### src/sv/hbd_pkg.sv
// Shared types, widths and codes for the Huffman tree build and decode block.
package hbd_pkg;

  localparam int MAX_SYMBOLS = 256;
  localparam int TREE_SLOTS  = 512;
  localparam int SYM_W       = $clog2(MAX_SYMBOLS);
  localparam int SLOT_W      = $clog2(TREE_SLOTS);
  localparam int FREE_W      = SLOT_W + 1;
  localparam int DIM_W       = 15;
  localparam int CNT_W       = 2 * DIM_W;

  typedef logic [SYM_W-1:0]  sym_t;
  typedef logic [SLOT_W-1:0] slot_t;

  localparam logic [1:0] OP_CLEAR  = 2'd0;
  localparam logic [1:0] OP_LOAD   = 2'd1;
  localparam logic [1:0] OP_DECODE = 2'd2;

  localparam logic [1:0] STATUS_OK       = 2'd0;
  localparam logic [1:0] STATUS_NOT_LEAF = 2'd1;
  localparam logic [1:0] STATUS_FULL     = 2'd2;
  localparam logic [1:0] STATUS_EMPTY    = 2'd3;

  // Configuration register indexes.
  localparam logic [0:0] REG_IMAGE_WIDTH  = 1'b0;
  localparam logic [0:0] REG_IMAGE_HEIGHT = 1'b1;

  // Write request into the leaf locator; a write always marks the entry valid.
  typedef struct packed {
    logic  en;
    sym_t  sym;
    slot_t slot;
  } loc_wr_t;

  // What a node keeps about one of its children.
  typedef struct packed {
    slot_t slot;
    logic  internal;
    sym_t  sym;
  } child_t;

  // Back link from a node to its parent and the side it hangs on.
  typedef struct packed {
    slot_t slot;
    logic  right_side;
  } parent_t;

endpackage

### src/sv/hbd_leaf_locator.sv
// Leaf locator: per-symbol valid flags and slot memory of the leaf that holds each symbol.
module hbd_leaf_locator (
  input  logic                clk_i,
  input  logic                rst_ni,
  input  logic                clear_i,
  input  hbd_pkg::sym_t       rd_sym_i,
  output hbd_pkg::slot_t      rd_slot_o,
  input  hbd_pkg::sym_t       query_sym_i,
  output logic                query_valid_o,
  input  hbd_pkg::loc_wr_t    wr_i
);

  logic [hbd_pkg::MAX_SYMBOLS-1:0] valid_q;
  hbd_pkg::slot_t                  slot_mem [hbd_pkg::MAX_SYMBOLS];
  hbd_pkg::slot_t                  rd_slot_q;

  always_ff @(posedge clk_i or negedge rst_ni) begin
    if (!rst_ni) begin
      valid_q <= '0;
    end else if (clear_i) begin
      valid_q <= '0;
    end else if (wr_i.en) begin
      valid_q[wr_i.sym] <= 1'b1;
    end
  end

  always_ff @(posedge clk_i) begin
    if (wr_i.en) begin
      slot_mem[wr_i.sym] <= wr_i.slot;
    end
    rd_slot_q <= slot_mem[rd_sym_i];
  end

  assign rd_slot_o     = rd_slot_q;
  assign query_valid_o = valid_q[query_sym_i];

endmodule

### config.mk
export PLATFORM = sky130hd
export DESIGN_NAME = hbd_leaf_locator
export DESIGN_NICKNAME = d
export VERILOG_FILES = /design/src/sv/hbd_pkg.sv /design/src/sv/hbd_leaf_locator.sv
export SDC_FILE = /design/constraint.sdc
export NUM_CORES = 2
export LEC_CHECK = 0
export BUFFER_PORTS_ARGS = -buffer_cell sky130_fd_sc_hd__buf_2
export CORE_UTILIZATION = 45
export DETAILED_ROUTE_END_ITERATION = 8
export PLACE_DENSITY = 0.62
export SLEW_MARGIN = 20
export SYNTH_ARGS = -nofsm -noshare
export SYNTH_HDL_FRONTEND = slang
export SYNTH_SLANG_ARGS = --single-unit
### constraint.sdc
create_clock -name clk_i -period 5.6 [get_ports clk_i]
set_input_delay 0.56 -clock clk_i [delete_from_list [all_inputs] [get_ports clk_i]]
set_output_delay 0.56 -clock clk_i [all_outputs]
set_load 0.01 [all_outputs]
# After elaboration in Yosys (flattened, before gate mapping)
# Memories as Yosys holds them, arrays and structs flattened. A register that Yosys moved wholly into a read port is not among the register bits.
# Cells that the tools add are included.
dict set report word_totals {
  regBits 256
  latchBits 0
  ram_bits 2304
  romBits 0
  output_inout_bits 10
  mem_count 1
}
dict set report op_classes {
  n_addsub 0
  n_mul 0
  div_mod_pow 0
  order_cmp 3
  n_eq_ne 0
  shift 0
  mux 8
  bitwise 1
  n_reduce_logical 2
}
# memory depth width read_ports rd_clocked_by_memory_dff write_ports line
set mem_list {}
lappend mem_list {slot_mem 256 9 1 1 1 hbd_leaf_locator.sv:14} ;# hbd_pkg::slot_t slot_mem [hbd_pkg::MAX_SYMBOLS];
# cell n
set ops {}
lappend ops {{2-to-1 mux 256 bit} 2}
lappend ops {{bitwise OR 256 bit} 1}
lappend ops {{< comparator 8 x 9 -> 1 bit, second input constant} 2}
lappend ops {{binary-select mux 1 bit (select 8 bit)} 1}
lappend ops {{demux 1 bit (select 8 bit)} 1}
lappend ops {{>= comparator 8 x 1 -> 1 bit, second input constant} 1}
lappend ops {{2-to-1 mux 1 bit} 4}
lappend ops {{nonzero test 2 bit} 1}
lappend ops {{logical AND 1 bit} 1}

# Depth between registers and ports, before layout
dict set report depth {
  word_depth 7
  ltp_mapped 12
  ltp_nobuf 6
}

# Worst setup path after synthesis
# Ideal clock, no wire load.
dict set report synth_path {
  kind {input -> output}
  startpoint {input query_sym_i[0]}
  endpoint {output query_valid_o}
  arrival_time_ps 2547
  t_required_ps 5040
  slack_ps 2493
  stages 8
  path_buffers 2
  path_cell_list {buf_4 buf_4 mux4_2 mux2_2 a2111oi_0 a2111oi_0 a2111oi_0 a41oi_1}
}
dict set report synth_between {
  elab_chain_len 2
}
# element line
set synth_rtl {}
lappend synth_rtl {{from (decl)} hbd_leaf_locator.sv:8} ;# input hbd_pkg::sym_t query_sym_i,
lappend synth_rtl {{binary-select mux 1 bit (select 8 bit)} hbd_leaf_locator.sv:35} ;# assign query_valid_o = valid_q[query_sym_i];
lappend synth_rtl {{2-to-1 mux 1 bit (not written as such)} hbd_leaf_locator.sv:35}
lappend synth_rtl {{to (decl)} hbd_leaf_locator.sv:9} ;# output logic query_valid_o,
# Every way passes these cells. The select of a mux whose other input is x is not followed.

# Final worst setup path
dict set report layout_path {
  startpoint {input query_sym_i[1]}
  endpoint {output query_valid_o}
}
# The elaborated chain is that of the path after synthesis.

==> metrics.txt <==
drt first pass iters=6; die span in y=473 um; main area contributors after synthesis=edfxtp_1 (69%), mux4_2 (13%), dfrtp_1 (6.4%); endpoint arrival time on the critical path=4.61 ns; fraction of registers with async set/reset=9.96%; CP required=5.04 ns; Post-CTS Setup Inserts=0; vias=51.3k; Total Power=39.8 mW; Reg2Reg Depth=6; DRC Markers=0; Yosys top cell by area=edfxtp_1; vias in the first global route=51.0k; placed instance count=8,018; PortBufs=46; Synth Flop Type=edfxtp_1; Setup TNS=0 ns; slew margin rel.=10.8%; Peak Freq=193 MHz; Tcrit/Tclk final=92.3%; total gr overflow=0; Critical Path Fanout Max=52; hold slack=0.155 ns; Core Util, Final=51.3%; minimum clock period=5.17 ns; first-pass GRT wire length=374 mm; CP top delay family=compound AO/OA/AOI/OAI gates; type of the worst setup path=primary input to output port; number of synthesized flops with an enable pin=2,304; largest net degree at the start of global routing=161; CP max stage delay=0.89 ns; area added between synthesis and finish=12.9%; Cell Chain, Critical Path=buf_4 -> nand3_1 -> o22ai_1 -> nor3_1 -> a2111oi_0 -> a2111oi_0 -> a41oi_1 -> buf_2; sequential share of the synthesized area=75.8%; synth warn=0; Core ar.=0.220 mm2; final WL=262 mm; final non-filler cell total=8,487; Syn Area/Cell=19.7 um2; register bit total from synthesis=2,569; peak supply drop=327 uV; routed length per placed instance=30.8 um; endpoints failing setup=0; DR vias/cell=6.04; antenna-violating nets left=0; Static Leak=37.0 nW; die width=473 um; transition time of the tightest slew-check pin=1.30 ns; final hold vios=0; Syn Inst Count=5,090; DR iter-0 viols=5,928; Placer Congestion=0.892; stages on the worst setup path=8; syn_nets=5,127; clock latency on the worst-skew pair=0.92 ns; Mapped Area=0.100 mm2; Initial Util=45.4%; Final #Nets=5,375; initial antenna violation count=19; CP startpoint kind=primary input; clock skew=0.0650 ns; share of the synthesized area in the top cell type=69.2%; total track usage=23.4%; # IOs=47; CTS max path bufs=4; WP buf/inv=2; dpl hpwl=160 mm; Worst Hold Class=primary input to flip-flop; Pins Over Slew Limit=0; CP dominant cell by count=a2111oi_0; DIE AREA=0.224 mm2; CTS Buf Count=274; clk root buf=clkbuf_16; endpoint type of the worst setup path=output port; CTS tree=done; Pwr Density=353 mW/mm2; clk sink count=2,569; CTS H-tree depth=5; Hold Crit Depth=2; slowest CP cell=nand3_1; Filler cells=17.5k; Clock transition at path regs=0.06 ns; fraction of layout cells with a size suffix above 1=24.1%; num rows=172; maxcap violations=0; Distinct cells, synth=48; status=completed; RSZ-0062 raised after global routing=no
## area by class of cell
| type | instances | area, um2 | share of cell area (%) |
|---|---|---|---|
| Sequential cell | 2569 | 75800 | 67.1 |
| Antenna cell | 10 | 25.0 | 0.0222 |
| Timing Repair Buffer | 268 | 2350 | 2.08 |
| Inverter | 9 | 40.0 | 0.0354 |
| Clock inverter | 112 | 845 | 0.748 |
| Clock buffer | 345 | 7310 | 6.47 |
| Multi-Input combinational cell | 2216 | 22900 | 20.3 |
| Tap cell | 2958 | 3700 | 3.28 |
## worst register-to-register path, delay by kind of cell, from the launching register on
family | cells | cell delay [ns]
compound gates | 4 | 1.71
mux | 2 | 0.78
flops | 1 | 0.37
## per-stage QoR
step	setup slack, ns	instance area [um2]
3_5_place_dp	0.539	105000
5_1_grt	0.527	113000
6_report	0.430	113000
4_1_cts	0.521	113000
2_1_floorplan	2.49	100000
3_3_place_gp	0.529	105000
## flip-flops by register name (all words and copies together), names as in the netlist
name and flops:
slot_mem 2304, valid_q 256, rd_slot_o 9
## report_power, final
part / switching [mW] / leakage (nW) / total (mW) / internal, mW
sequential: 0.0305 / 24.4 / 21.0 / 20.9
clock: 7.17 / 3.99 / 16.9 / 9.78
combinational: 1.27 / 8.68 / 1.91 / 0.645
## layout by cell type, fill, tap and decap left out, types with 45 or more instances in the layout
| cell | count |
|---|---|
| clkbuf_1 | 59 |
| edfxtp_1 | 2304 |
| o22ai_1 | 91 |
| dfrtp_1 | 256 |
| o221ai_1 | 97 |
| mux2i_1 | 291 |
| nand2_1 | 51 |
| a21oi_1 | 65 |
| mux4_2 | 557 |
| nor2_2 | 83 |
| clkbuf_16 | 280 |
| mux2_2 | 45 |
| nor2_1 | 652 |
| clkinv_1 | 60 |
| buf_4 | 198 |
## cell usage after synthesis, types with 2 or more instances
cell and n:
mux4_2 557, nand2_1 52, edfxtp_1 2304, a221oi_1 16
a211oi_1 34, clkbuf_1 140, nand4_1 11, o22ai_1 91
buf_1 36, o41ai_1 2, inv_1 4, o32ai_1 7
nand3_1 23, buf_2 63, a211o_1 10, o31ai_1 23
nand2b_1 5, nand3b_1 2, o221ai_1 97, mux2i_1 291
or4_1 2, a22oi_1 33, nor4_1 8, or2_2 4
o21ba_2 30, buf_4 28, nor2_1 735, nor3_1 29
mux2_2 45, dfrtp_1 256, a2111oi_0 4, nor2b_1 22
dfxtp_1 9, and2_1 3, o21ai_0 7, inv_2 4
buf_6 28, a21oi_1 65
## final timing paths
kind,start,end,slack [ns]
min in group asynchronous,rst_ni,valid_q[239]$_DFFE_PN0P_,0.24
setup / recovery,query_sym_i[1],query_valid_o,0.43
hold / removal,clear_i,valid_q[20]$_DFFE_PN0P_,0.15
hold reg to reg,valid_q[214]$_DFFE_PN0P_,valid_q[214]$_DFFE_PN0P_,0.49
max in group asynchronous,rst_ni,valid_q[137]$_DFFE_PN0P_,4.01
setup reg to reg,slot_mem[91][1]$_DFFE_PP_,rd_slot_o[1]$_DFF_P_,2.63
## timing repair
item                      in CTS  in global routing
gates resized for setup        0                  0
hold endpoints to repair      54                  0
hold buffers                   1                  0
## routing by layer
| layer | global-route usage, % | share of wire, % | vias up |
|---|---|---|---|
| li1 | - | - | 21154 |
| met1 | 32.8 | 41 | 27390 |
| met2 | 37.1 | 48 | 2275 |
| met3 | 3.99 | 7.3 | 471 |
| met4 | 8.62 | 3.7 | 0 |
| met5 | 0 | 0 | - |
## cells by family after synthesis
logic type,count (synthesis),synth area share (%)
AO/OA/AOI/OAI,425,3.15
multiplexers,893,16.0
buffers and inverters,305,1.55
AND/OR/NAND/NOR,898,3.59
flip-flops,2569,75.8
(Power assumes the default switching activity.)
